File: src/tnsi_pkg.sv
// Shared types and constants for the tour node-swap improver.
`timescale 1ns / 1ps

package tnsi_pkg;

   localparam int MaxCities = 32;
   localparam int CityBits  = 5;
   localparam int DistBits  = 20;
   localparam int LenBits   = 25;
   localparam int CountBits = 6;
   localparam int PhaseBits = 4;

   localparam logic [LenBits-1:0]   LenMax     = {LenBits{1'b1}};
   localparam logic [CountBits-1:0] CountReset = 6'd30;
   localparam logic [CountBits-1:0] CountMin   = 6'd4;
   localparam logic [CountBits-1:0] CountMax   = 6'd32;

   // Operation codes carried in the request tuser
   localparam logic [1:0] OP_LOAD_DIST = 2'd0;
   localparam logic [1:0] OP_LOAD_TOUR = 2'd1;
   localparam logic [1:0] OP_RUN       = 2'd2;
   localparam logic [1:0] OP_SPARE     = 2'd3;

   // Tour capture slots
   localparam logic [1:0] SLOT_A = 2'd0;
   localparam logic [1:0] SLOT_B = 2'd1;
   localparam logic [1:0] SLOT_C = 2'd2;
   localparam logic [1:0] SLOT_D = 2'd3;

   // Distance pairs, also the capture slot of each distance
   localparam logic [1:0] PAIR_AB = 2'd0;
   localparam logic [1:0] PAIR_CD = 2'd1;
   localparam logic [1:0] PAIR_AC = 2'd2;
   localparam logic [1:0] PAIR_BD = 2'd3;

   typedef struct packed {
      logic                ld_dist;
      logic                ld_tour;
      logic                tour_rd;
      logic [CityBits-1:0] tour_addr;
      logic                tcap_en;
      logic [1:0]          tcap_sel;
      logic                dist_rd;
      logic [1:0]          pair_sel;
      logic                dcap_en;
      logic [1:0]          dcap_sel;
      logic                swap_wr;
      logic                swap_hi;
      logic                len_clr;
      logic                len_add;
      logic                out_load;
      logic [CityBits-1:0] out_pos;
      logic                out_last;
   } tnsi_cmd_type;

   typedef struct packed {
      logic take;
      logic out_free;
   } tnsi_stat_type;

endpackage

File: src/tnsi_ctrl.sv
// Sequencer for loads, swap sweeps, length sum and result emission.
`timescale 1ns / 1ps

module tnsi_ctrl
   import tnsi_pkg::*;
(
   input  logic                 clock,
   input  logic                 reset,
   input  logic                 csr_we,
   input  logic [CountBits-1:0] csr_wdata,
   input  logic                 req_tvalid,
   output logic                 req_tready,
   input  logic [1:0]           req_tuser,
   input  tnsi_stat_type        stat,
   output tnsi_cmd_type         cmd
);

   localparam logic [1:0] S_IDLE  = 2'd0;
   localparam logic [1:0] S_SWEEP = 2'd1;
   localparam logic [1:0] S_LEN   = 2'd2;
   localparam logic [1:0] S_EMIT  = 2'd3;

   localparam logic [PhaseBits-1:0] PH_SWEEP_END = 4'd11;
   localparam logic [PhaseBits-1:0] PH_LEN_END   = 4'd4;
   localparam logic [PhaseBits-1:0] PH_EMIT_END  = 4'd1;

   logic [CountBits-1:0] count_ff, count_in;
   logic [1:0]           state_ff, state_in;
   logic [PhaseBits-1:0] phase_ff, phase_in;
   logic [CountBits-1:0] n_ff, n_in;
   logic [CountBits-1:0] span_ff, span_in;
   logic [CountBits-1:0] off_ff, off_in;
   logic [CountBits-1:0] pos_ff, pos_in;

   logic [CountBits-1:0] n_clamp, pos_inc, p1;
   logic [CountBits:0]   sum2, sum3, p2w, p3w;
   logic                 accept, pos_end;

   assign req_tready = (state_ff == S_IDLE);
   assign accept     = req_tvalid & req_tready;

   // Clamp the city count into the supported range
   always_comb begin
      n_clamp = count_ff;
      if (count_ff < CountMin) n_clamp = CountMin;
      if (count_ff > CountMax) n_clamp = CountMax;
   end

   // Tour positions of the current step, wrapped once
   assign pos_inc = pos_ff + 6'd1;
   assign p1      = (pos_inc == n_ff) ? '0 : pos_inc;
   assign sum2    = {1'b0, pos_ff} + {1'b0, off_ff} - 7'd2;
   assign sum3    = {1'b0, pos_ff} + {1'b0, off_ff} - 7'd1;
   assign p2w     = (sum2 >= {1'b0, n_ff}) ? sum2 - {1'b0, n_ff} : sum2;
   assign p3w     = (sum3 >= {1'b0, n_ff}) ? sum3 - {1'b0, n_ff} : sum3;
   assign pos_end = (pos_inc == n_ff);

   // Commands and next state
   always_comb begin
      cmd      = '0;
      count_in = csr_we ? csr_wdata : count_ff;
      state_in = state_ff;
      phase_in = phase_ff + 4'd1;
      n_in     = n_ff;
      span_in  = span_ff;
      off_in   = off_ff;
      pos_in   = pos_ff;
      case (state_ff)
         S_IDLE: begin
            phase_in = '0;
            if (accept) begin
               case (req_tuser)
                  OP_LOAD_DIST: cmd.ld_dist = 1'b1;
                  OP_LOAD_TOUR: cmd.ld_tour = 1'b1;
                  OP_RUN: begin
                     cmd.len_clr = 1'b1;
                     n_in     = n_clamp;
                     span_in  = n_clamp;
                     off_in   = n_clamp;
                     pos_in   = '0;
                     state_in = S_SWEEP;
                  end
                  default: ;
               endcase
            end
         end
         S_SWEEP: begin
            case (phase_ff)
               4'd0: begin
                  cmd.tour_rd = 1'b1; cmd.tour_addr = pos_ff[CityBits-1:0];
               end
               4'd1: begin
                  cmd.tour_rd = 1'b1; cmd.tour_addr = p1[CityBits-1:0];
                  cmd.tcap_en = 1'b1; cmd.tcap_sel = SLOT_A;
               end
               4'd2: begin
                  cmd.tour_rd = 1'b1; cmd.tour_addr = p2w[CityBits-1:0];
                  cmd.tcap_en = 1'b1; cmd.tcap_sel = SLOT_B;
               end
               4'd3: begin
                  cmd.tour_rd = 1'b1; cmd.tour_addr = p3w[CityBits-1:0];
                  cmd.tcap_en = 1'b1; cmd.tcap_sel = SLOT_C;
               end
               4'd4: begin
                  cmd.tcap_en = 1'b1; cmd.tcap_sel = SLOT_D;
               end
               4'd5: begin
                  cmd.dist_rd = 1'b1; cmd.pair_sel = PAIR_AB;
               end
               4'd6: begin
                  cmd.dist_rd = 1'b1; cmd.pair_sel = PAIR_CD;
                  cmd.dcap_en = 1'b1; cmd.dcap_sel = PAIR_AB;
               end
               4'd7: begin
                  cmd.dist_rd = 1'b1; cmd.pair_sel = PAIR_AC;
                  cmd.dcap_en = 1'b1; cmd.dcap_sel = PAIR_CD;
               end
               4'd8: begin
                  cmd.dist_rd = 1'b1; cmd.pair_sel = PAIR_BD;
                  cmd.dcap_en = 1'b1; cmd.dcap_sel = PAIR_AC;
               end
               4'd9: begin
                  cmd.dcap_en = 1'b1; cmd.dcap_sel = PAIR_BD;
               end
               4'd10: begin
                  cmd.tour_addr = p1[CityBits-1:0];
                  cmd.swap_wr   = stat.take;
               end
               PH_SWEEP_END: begin
                  cmd.tour_addr = p2w[CityBits-1:0];
                  cmd.swap_wr   = stat.take;
                  cmd.swap_hi   = 1'b1;
                  phase_in      = '0;
                  // Advance position, then offset, then span
                  if (pos_end) begin
                     pos_in = '0;
                     if (off_ff == CountMin) begin
                        span_in = span_ff - 6'd1;
                        off_in  = span_ff - 6'd1;
                        if (span_ff == CountMin) state_in = S_LEN;
                     end else begin
                        off_in = off_ff - 6'd1;
                     end
                  end else begin
                     pos_in = pos_inc;
                  end
               end
               default: phase_in = '0;
            endcase
         end
         S_LEN: begin
            case (phase_ff)
               4'd0: begin
                  cmd.tour_rd = 1'b1; cmd.tour_addr = pos_ff[CityBits-1:0];
               end
               4'd1: begin
                  cmd.tour_rd = 1'b1; cmd.tour_addr = p1[CityBits-1:0];
                  cmd.tcap_en = 1'b1; cmd.tcap_sel = SLOT_A;
               end
               4'd2: begin
                  cmd.tcap_en = 1'b1; cmd.tcap_sel = SLOT_B;
               end
               4'd3: begin
                  cmd.dist_rd = 1'b1; cmd.pair_sel = PAIR_AB;
               end
               PH_LEN_END: begin
                  cmd.len_add = 1'b1;
                  phase_in    = '0;
                  if (pos_end) begin
                     pos_in   = '0;
                     state_in = S_EMIT;
                  end else begin
                     pos_in = pos_inc;
                  end
               end
               default: phase_in = '0;
            endcase
         end
         S_EMIT: begin
            case (phase_ff)
               4'd0: begin
                  cmd.tour_rd = 1'b1; cmd.tour_addr = pos_ff[CityBits-1:0];
               end
               PH_EMIT_END: begin
                  // Hold until the output register can take a word
                  phase_in = phase_ff;
                  if (stat.out_free) begin
                     cmd.out_load = 1'b1;
                     cmd.out_pos  = pos_ff[CityBits-1:0];
                     cmd.out_last = pos_end;
                     phase_in     = '0;
                     if (pos_end) begin
                        pos_in   = '0;
                        state_in = S_IDLE;
                     end else begin
                        pos_in = pos_inc;
                     end
                  end
               end
               default: phase_in = '0;
            endcase
         end
         default: state_in = S_IDLE;
      endcase
   end

   always_ff @(posedge clock) begin
      if (reset) begin
         count_ff <= CountReset;
         state_ff <= S_IDLE;
         phase_ff <= '0;
         n_ff     <= CountMin;
         span_ff  <= '0;
         off_ff   <= '0;
         pos_ff   <= '0;
      end else begin
         count_ff <= count_in;
         state_ff <= state_in;
         phase_ff <= phase_in;
         n_ff     <= n_in;
         span_ff  <= span_in;
         off_ff   <= off_in;
         pos_ff   <= pos_in;
      end
   end

endmodule

File: config.mk
export PLATFORM = sky130hd
export DESIGN_NAME = tnsi_ctrl
export DESIGN_NICKNAME = d
export VERILOG_FILES = /design/src/tnsi_pkg.sv /design/src/tnsi_ctrl.sv
export SDC_FILE = /design/constraint.sdc
export NUM_CORES = 1
export LEC_CHECK = 0
export BUFFER_PORTS_ARGS = -buffer_cell sky130_fd_sc_hd__buf_2
export CAP_MARGIN = 10
export CORE_ASPECT_RATIO = 1.4
export CORE_UTILIZATION = 55
export DETAILED_ROUTE_END_ITERATION = 8
export GPL_TIMING_DRIVEN = 0
export PLACE_DENSITY = 0.79
export SLEW_MARGIN = 20
export SYNTH_ARGS = -nofsm -noshare
export SYNTH_HDL_FRONTEND = slang
export SYNTH_SLANG_ARGS = --single-unit
File: constraint.sdc
create_clock -name clock -period 4.6 [get_ports clock]
set_clock_uncertainty 0.2 [all_clocks]
set_input_delay 0.92 -clock clock [delete_from_list [all_inputs] [get_ports clock]]
set_output_delay 0.92 -clock clock [all_outputs]
set_load 0.02 [all_outputs]
# == After elaboration in Yosys (flattened, before gate mapping) ==
# Cells that the tools add are included.
# word_totals
out_inout_bits,29
reg_bits,36
inputBits,14
# op_classes
add_sub_neg,9
bitwise,1
eq_ne,31
magnitude_cmp,4
muxes,65
n_reduce_logical,14
# ops
operator,n
$mux W6,18
$pmux W6 S2,4
$pmux W3 S4,3
$mux W2,13
$pmux W6 S4,1
$mux W7,3
$pmux W5 S4,1
$pmux W6 S3,1
$eq A4 B3 Y1 const B,4
$eq A4 B4 Y1 const B,4
$pmux W4 S4,1
$mux W5,3
$ge A7 B6 Y1,2
$eq A6 B3 Y1 const B,2
$mux W4,3
$ne A2 B2 Y1 const B,6
$reduce_and A6 Y1,2
$sub A6 B1 Y6 const B,2
$reduce_and A11 Y1,1
$reduce_or A11 Y1,1
$mux W1,10
$ne A2 B1 Y1 const B,5
$sub A5 B5 Y5,2
$eq A4 B2 Y1 const B,2
24 further kinds,30

# == Depth between registers and ports, before layout ==
# Gate-level depths: netlist of run 1.
# depth
ltp_word,6
ltp_mapped,17
depth_no_buf,17

# == Worst setup path before layout of run 1 ==
# OpenSTA, ideal clock, no wires.
# synth_path
path_type,reg2out
from,register off_ff[0]
to,output port cmd[22] (netlist name)
t_arrival_ns,4.044
setup_slack_ns,-0.564
path_stages_with_launch,17
path_buffers,0
path_cell_list,dfxtp_1 -> ha_1 -> inv_1 -> fa_1 -> xor2_1 -> ha_1 -> nand2_1 -> nor3_1 -> xor2_1 -> ha_1 -> nand3_1 -> o21ai_0 -> and2b_2 -> mux2i_4 -> mux2i_1 -> nand2b_1 -> a311oi_1
# synth_lines
element,line,rtl
"start, declared",tnsi_ctrl.sv:32,"logic [CountBits-1:0] off_ff, off_in;"
"start signal, assigned",tnsi_ctrl.sv:222,off_ff <= off_in;
"end, declared",tnsi_ctrl.sv:15,output tnsi_cmd_type cmd

==> results.cfg, run 1 <==
[timing]
period_minus_slack_ns = 4.99
clock.fmax_ghz = 0.200
setup_slack_ns = -0.390
relSlewSlack = 0.373
slew_viol_final = 0
tightest_slew_ns = 0.927
hold_viol = 0
rsz0062_at_grt = yes
post-route-period-util = 1.08
setup_viol = 5

[synth]
synth_area_leaders = dfxtp_1 18%, ha_1 11%, nor2_1 6.2%, a21oi_1 5.1%, nand2_1 4.5%
synth_edf_count = 0
synth.cell_area_um2 = 3920
synth_fa_ha_area_frac = 0.127
syn_inst = 529
ys_types = 68
yosys_warnings = 0
synthSimpleGateAreaFrac = 0.232
yosysTopAreaCell = dfxtp_1
avgSynthCellArea_um2 = 7.42
synth_xor_area_frac = 0.0759
synth.area.mux_share = 0.0446
synth_compound_area_frac = 0.276
synth_top_area_frac = 0.184
synthFlopType = dfxtp_1
syn_nets = 580
async_reset_ff_frac = 0
seq_area_frac_synth = 0.184
ys_ff_latch = 36
synth_top_family_by_area = compound AO/OA/AOI/OAI gates

[placed_design]
placed_cell_area_um2 = 4350
gp_congestion = 0.951
dp_hpwl_um = 8600
post-place-ws_ns = -0.436
port_buffers = 41

[cells_and_area]
drive_above_1_share = 0.231
nNetsFinal = 648
syn_to_final_growth_pct = 22.2
final_area_um2 = 4790
diodes = 0

[global_routing]
grt_usage = 0.313
grt_max_degree = 12
grt_pass1_wl_um = 18300
grt-ovfl-total = 0
antenna_found_initial = 0
grt_pass1_vias = 3977

[detailed_routing]
drt_iter0_drc = 192
wl_per_cell_um = 16.4
postRouteAntennaNets = 0
viasPerCell = 6.00
num_vias = 4155
drt_pass1_iterations = 7
drc = 0
totalWireLength_um = 11400

[min_path]
holdPathStages = 2
hold_class = register to register
min_to = n_ff[2]$_SDFFE_PP1P_
hold_path_startpoint = n_ff[2]$_SDFFE_PP1P_

[cts]
cts_tree = done
clock-root-buffer = clkbuf_8
htreeDepth = 2
cts_buffer_depth = 2
postCtsHoldBufs = 0
path_clk_slew_ns = 0.07
clk_latency_ns = 0.29
cts.sinks = 36
numCtsBuffers = 5

[setup_path]
r2r_start = pos_ff[0]$_SDFFE_PP0P_
r2r_end = state_ff[0]$_SDFFE_PP0P_
crit_type = register to output port
worst-endpoint-arrival_ns = 3.87
path_cells = ha_4 > inv_2 > fa_2 > xor2_4 > ha_2 > nand2_2 > nand2_2 > nor3_2 > xor2_1 > ha_1 > buf_6 > a21oi_4 > o21ai_4 > and2b_2 > mux2i_4 > buf_4 > nand2_1 > o211ai_1 > a311oi_2 > buf_4
crit_buf_inv = 4
cpLargestDelayFamily = adder cells
start_kind = register
worstPathRequired_ns = 3.48
critical-path-slowest-cell = fa_2
cp_max_fo = 4
reg2regPathDepth = 11
end_kind = output port
crit_path_max_incr_delay_ns = 0.38
regToRegSetupSlack_ns = 1.58

[pwr]
irDropWorstVdd_mv = 0.488
leakage_nw = 1.94
cellPowerDensity_nw_per_um2 = 716

[run_status]
failed_checks = negative setup slack
status = complete, but fails checks

[floorplan]
dieArea_um2 = 7480
ioPinCount = 43
chipHeight_um = 102
initial_core_util = 0.566
rows = 36
core_um2 = 6940
die_w_um = 73.4

[job]
maxCapViolations = 0
## cell usage after synthesis (3+ instances only)
cell type,count
nor2b_1,6
a221oi_1,6
nor3b_1,5
a311oi_1,8
a31oi_1,9
inv_1,35
a211o_1,5
a21o_1,9
nor2_2,3
o21bai_1,4
o21ai_0,19
a211oi_1,10
xor2_1,14
o211ai_1,5
nand3_1,16
xnor2_1,20
nand2b_1,7
ha_1,34
a21oi_2,4
dfxtp_1,36
o31ai_1,4
nand2_1,47
fa_1,3
mux2i_1,13
a22oi_1,4
and2_1,6
buf_2,8
a21oi_1,40
o21ai_1,3
clkbuf_1,15
and3_1,6
nor3_1,15
nor2_1,65
o311ai_0,3
## layout by cell type (no fill, tap or decap), drive strengths merged, types with 15 or more instances in the layout
cell type,instances
nand2,47
xnor2,20
nor2,68
nor3,15
a21oi,45
dfxtp,36
mux2i,15
o21ai,23
buf,72
ha,34
nand3,16
inv,35
clkbuf,21
## metrics by stage
| step | hold WS, ns | power [W] | TNS [ns] | cells | utilization |
|---|---|---|---|---|---|
| after floorplan | 0.253 | 0.00212 | 0 | 529 | - |
| after global routing | 0.323 | 0.00368 | -2.54 | 693 | 0.691 |
| after CTS | 0.297 | 0.00310 | -1.70 | 687 | 0.676 |
| final | 0.301 | 0.00343 | -1.72 | 693 | 0.691 |
| after detailed placement | 0.282 | 0.00254 | -1.59 | 665 | 0.628 |
| after global placement | 0.268 | 0.00248 | -1.33 | 665 | 0.628 |
## timing repair
| action | in CTS | in global routing |
|---|---|---|
| pin swaps | 14 | 14 |
| setup endpoints to repair | 5 | 5 |
| gates resized for setup | 28 | 16 |
| setup buffers | 14 | 6 |
## worst max-delay path by stage
stage / startpoint / endpoint / cells past startpoint
2_1_floorplan: off_ff[0]$_SDFFE_PP0P_ / cmd[22] / 16
3_3_place_gp: pos_ff[1]$_SDFFE_PP0P_ / cmd[22] / 16
3_5_place_dp: pos_ff[1]$_SDFFE_PP0P_ / cmd[22] / 16
4_1_cts: off_ff[0]$_SDFFE_PP0P_ / cmd[22] / 17
5_1_grt: off_ff[0]$_SDFFE_PP0P_ / cmd[20] / 20
6_report: off_ff[0]$_SDFFE_PP0P_ / cmd[21] / 20
## cell type report
class / instances / area, um^2
timing repair buffer: 61 / 379
clock buffer: 6 / 72.6
sequential: 36 / 733
clock inverter: 2 / 35.0
fill: 585 / 2140
inverter: 35 / 131
multi-input combinational: 432 / 3210
buffer: 26 / 111
tap: 95 / 119
## worst register-to-register path, stage by stage (launching register included)
cell,delay (ns)
dfxtp_4,0.36
buf_4,0.14
ha_1,0.38
xor2_1,0.17
a211oi_1,0.23
o2111ai_1,0.17
a21oi_2,0.27
buf_2,0.30
nand4_1,0.18
a21o_1,0.28
nor3_1,0.15
a211oi_1,0.07
## cell families after synthesis
group           after synthesis
mux                          15
buf+inv                      61
compound gates              153
flops                        36
xor+xnor                     34
fa+ha+maj                    38
simple gates                192
## where the power goes
group	switching, W	leakage [nW]	internal [W]	total [W]
logic	0.00150	1.58	0.00122	0.00272
clock network	0.000114	0.0552	0.000161	0.000275
registers	0.0000641	0.296	0.000370	0.000434
total	0.00168	1.94	0.00175	0.00343
## registers in the layout, summed over array words and instances, names as in the netlist
signal,flops
count_ff,6
n_ff,6
off_ff,6
phase_ff,4
pos_ff,6
span_ff,6
state_ff,2
## metal layers
layer  share of wire  GRT usage  vias to the layer above  wire length [um]
met4           0.055      0.178                        0               622
met3           0.051     0.0483                       52               585
met1            0.38      0.336                     1906              4320
met2            0.51      0.573                      164              5870
li1                -          -                     2033                 -
met5               0          0                        -                 0
Power figures use the tool's default switching activity.
==> inputs of run 2 (changes only) <==
- CORE_UTILIZATION: 55 -> 60
- PLACE_DENSITY: 0.79 -> 0.81
- clock period: 4.6 -> 4.7 ns (I/O delays scaled with it)
==> results.cfg, run 2 (synthesis results as in run 1) <==
[global_routing]
grt_usage = 0.342
grt_pass1_vias = 4118
use_met2 = 0.612
busiest_layer = met2
grt_pass1_wl_um = 18800
grt.met1_usage = 0.368
antenna_found_initial = 0
grt-ovfl-total = 0
grtUsageMet3 = 0.0363
grt_max_degree = 11

[setup_path]
cp_max_fo = 5
start_kind = register
crit_type = register to output port
path_cells = ha_4 > inv_2 > fa_2 > buf_6 > ha_4 > inv_1 > ha_1 > a21o_1 > a21oi_2 > xnor2_1 > buf_4 > o21bai_1 > o311a_1 > o221ai_1 > a311oi_2 > buf_4
crit_path_max_incr_delay_ns = 0.50
critical-path-slowest-cell = fa_2
worst-endpoint-arrival_ns = 3.87
worstPathRequired_ns = 3.56
end_kind = output port

[cts]
cts_tree = done
clock-root-buffer = clkbuf_8
path_clk_slew_ns = 0.07
clk_latency_ns = 0.29
postCtsHoldBufs = 0
cts_buffer_depth = 2
numCtsBuffers = 5
cts.sinks = 36
htreeDepth = 2

[detailed_routing]
drt_pass1_iterations = 5
viasPerCell = 6.36
drt_iter0_drc = 265
totalWireLength_um = 12000
postRouteAntennaNets = 0
num_vias = 4279
drc = 0
wl_per_cell_um = 17.8

[timing]
post-route-period-util = 1.07
relSlewSlack = 0.405
clock.fmax_ghz = 0.199
rsz0062_at_grt = yes
hold_viol = 0
setup_viol = 5
setup_slack_ns = -0.314
period_minus_slack_ns = 5.01
slew_viol_final = 0
tightest_slew_ns = 0.880
holdWs_ns = 0.287

[placed_design]
gp_congestion = 0.975
port_buffers = 41
placed_cell_area_um2 = 4310
post-place-ws_ns = -0.486
dp_hpwl_um = 8540

[min_path]
hold_class = register to register

[job]
maxCapViolations = 0

[floorplan]
rows = 34
chipHeight_um = 97.7
die_w_um = 70.3
dieArea_um2 = 6870
core_um2 = 6250
initial_core_util = 0.627
ioPinCount = 43

[run_status]
failed_checks = negative setup slack
status = complete, but fails checks

[pwr]
cellPowerDensity_nw_per_um2 = 733
irDropWorstVdd_mv = 0.424
leakage_nw = 1.98
power_w = 0.00358

[cells_and_area]
drive_above_1_share = 0.246
diodes = 0
layout_common_cells = 62 x nor2_1, 45 x nand2_1, 44 x buf_2
final_area_um2 = 4880
syn_to_final_growth_pct = 24.5
fillers = 453
nNetsFinal = 652
final_common_cell = nor2_1
==> run 2: changes by cell type in the layout (fill, tap and decap cells not counted), sizes merged <==
cell    before  now
buf         72   76
bufinv       1    0
==> run 2: report_power, final <==
part / total (W) / internal, W / switching (W)
clock: 0.000203 / 0.000101 / 0.000103
sequential: 0.000427 / 0.000364 / 0.0000635
combinational: 0.00295 / 0.00134 / 0.00161
total: 0.00358 / 0.00181 / 0.00178
==> run 2: worst max-delay path, delay by kind of cell, from the launching register on <==
family                   cells  cell delay [ns]
AO/OA/AOI/OAI                6             1.14
XOR/XNOR                     1             0.21
adder cells (fa/ha/maj)      4             1.25
buffers and inverters        5             0.62
flip-flops                   1             0.35
==> run 2: worst paths after layout <==
kind                                             start                  endpoint  slack [ns]  cells past startpoint
worst max-delay path            off_ff[0]$_SDFFE_PP0P_                   cmd[24]       -0.31                     16
worst max register to register  pos_ff[0]$_SDFFE_PP0P_  state_ff[0]$_SDFFE_PP0P_        1.69                     11
worst min register to register    n_ff[2]$_SDFFE_PP1P_      n_ff[2]$_SDFFE_PP1P_        0.29                      2
worst min-delay path              n_ff[2]$_SDFFE_PP1P_      n_ff[2]$_SDFFE_PP1P_        0.29                      2
==> run 2: metal layers <==
layer | vias to the layer above | share of wire
met5 | - | 0
met4 | 0 | 0.049
met3 | 48 | 0.043
met2 | 181 | 0.53
met1 | 2011 | 0.38
li1 | 2039 | -
==> run 2: cell type report <==
type	instances	area, um^2	area share
repair buffers	65	425	0.0871
plain buffers	26	111	0.0228
clock inverters	1	5.00	0.00102
well taps	72	90.1	0.0184
inverters	35	131	0.0269
multi-input cells	432	3310	0.678
flip-flops and latches	36	737	0.151
clock buffers	6	72.6	0.0149
==> run 2: stage by stage <==
stage	cells	util	setup TNS, ns
6_report	673	0.781	-1.35
5_1_grt	673	0.781	-1.87
4_1_cts	665	0.748	-1.16
3_5_place_dp	642	0.690	-1.81
3_3_place_gp	642	0.690	-1.37
2_1_floorplan	529	-	-0.00970
==> run 2: what timing repair did <==
| action | CTS | global route |
|---|---|---|
| endpoints found under the setup margin | 5 | 5 |
| gates cloned | 0 | 0 |
| pin swaps | 17 | 20 |
| setup buffers | 16 | 8 |
| gates resized for setup | 36 | 27 |
==> inputs of run 3 (changes only) <==
- PLACE_DENSITY: 0.81 -> 0.83
==> results.cfg, run 3 (synthesis results as in run 1) <==
[floorplan]
chipHeight_um = 97.7
rows = 34
dieArea_um2 = 6870
initial_core_util = 0.627
ioPinCount = 43
core_um2 = 6250
die_w_um = 70.3

[detailed_routing]
drt_pass1_iterations = 5
num_vias = 4289
totalWireLength_um = 12100
drt_iter0_drc = 181
viasPerCell = 6.38
wl_per_cell_um = 17.9
postRouteAntennaNets = 0
drc = 0

[job]
maxCapViolations = 0

[global_routing]
grt_pass1_vias = 4169
grt_max_degree = 11
grt_pass1_wl_um = 19000
antenna_found_initial = 0
grt_usage = 0.342
grt-ovfl-total = 0

[cts]
htreeDepth = 2
cts.sinks = 36
numCtsBuffers = 5
cts_tree = done
clock-root-buffer = clkbuf_8
clk_latency_ns = 0.29
cts_buffer_depth = 2
path_clk_slew_ns = 0.06

[timing]
finalSetupTns_ns = -2.12
slew_viol_final = 0
relSlewSlack = 0.337
post-route-period-util = 1.10
clock.fmax_ghz = 0.193
setup_viol = 5
rsz0062_at_grt = yes
tightest_slew_ns = 0.981
hold_viol = 0
period_minus_slack_ns = 5.19
setup_slack_ns = -0.487

[cells_and_area]
syn_to_final_growth_pct = 21.3
layout_common_cells = 61 x nor2_1, 44 x buf_2, 43 x nand2_1
final_area_um2 = 4760
drive_above_1_share = 0.233
final_common_cell = nor2_1
diodes = 0
nNetsFinal = 650

[run_status]
status = complete, but fails checks
failed_checks = negative setup slack

[pwr]
irDropWorstVdd_mv = 0.443
power_w = 0.00344
cellPowerDensity_nw_per_um2 = 722
leakage_nw = 1.95

[placed_design]
port_buffers = 41
gp_congestion = 0.932
dp_hpwl_um = 8630
placed_cell_area_um2 = 4310

[setup_path]
crit_type = register to output port
worst-endpoint-arrival_ns = 4.05
cp_max_fo = 5
end_kind = output port
worstPathRequired_ns = 3.56
start_kind = register

[min_path]
hold_class = register to register
## run 3: changes by cell type in the layout (fill, tap and decap cells not counted), moves of 3 or more
cell	previous run	this run
xnor2_2	4	1
xnor2_1	15	18
nand2_2	0	4
ha_1	26	29
ha_4	7	3
## run 3: per-layer routing
layer,global-route usage,up-vias,share of wire
met5,0,-,0
met3,0.0384,50,0.048
met4,0.191,0,0.043
met1,0.364,2014,0.37
li1,-,2035,-
met2,0.635,190,0.53
## run 3: cell type report
cell class	instances	area, um^2
fillers	483	1490
flip-flops and latches	36	732
plain buffers	26	111
clock buffers	8	90.1
inverters	35	131
well taps	72	90.1
multi-input cells	432	3200
repair buffers	63	410
## run 3: repair_timing
item | CTS | global route
hold buffers | 0 | 0
endpoints found under the setup margin | 5 | 5
setup buffers | 15 | 7
pin swaps | 13 | 20
gates resized for setup | 33 | 16
## run 3: power by group
group	switching [W]	internal (W)
Combinational	0.00157	0.00122
Clock	0.000103	0.000119
Sequential	0.0000635	0.000362
## run 3: through the flow
stage	setup WS, ns	utilization	cells	hold WS (ns)
3_3_place_gp	-0.394	0.690	642	0.269
5_1_grt	-0.610	0.761	672	0.331
3_5_place_dp	-0.462	0.690	642	0.287
6_report	-0.487	0.761	672	0.309
4_1_cts	-0.320	0.743	665	0.296
2_1_floorplan	-0.00970	-	529	0.253
## run 3: final timing paths
path | from | to | slack [ns] | cells past startpoint
hold / removal | span_ff[5]$_SDFFE_PP0P_ | span_ff[5]$_SDFFE_PP0P_ | 0.31 | 2
setup reg to reg | pos_ff[0]$_SDFFE_PP0P_ | state_ff[1]$_SDFFE_PP0P_ | 1.71 | 11
setup / recovery | off_ff[0]$_SDFFE_PP0P_ | cmd[24] | -0.49 | 16
hold reg to reg | span_ff[5]$_SDFFE_PP0P_ | span_ff[5]$_SDFFE_PP0P_ | 0.31 | 2
## run 3: worst max-delay path: stages, from the launching register on
cell,delay [ns]
dfxtp_4,0.37
ha_4,0.14
inv_2,0.04
fa_2,0.40
nand2b_4,0.18
a21oi_4,0.21
xnor2_4,0.12
buf_4,0.16
buf_4,0.14
xnor2_1,0.12
ha_1,0.36
xnor2_2,0.24
o21ai_1,0.15
a221oi_1,0.36
o221ai_1,0.25
a311oi_2,0.33
buf_4,0.19
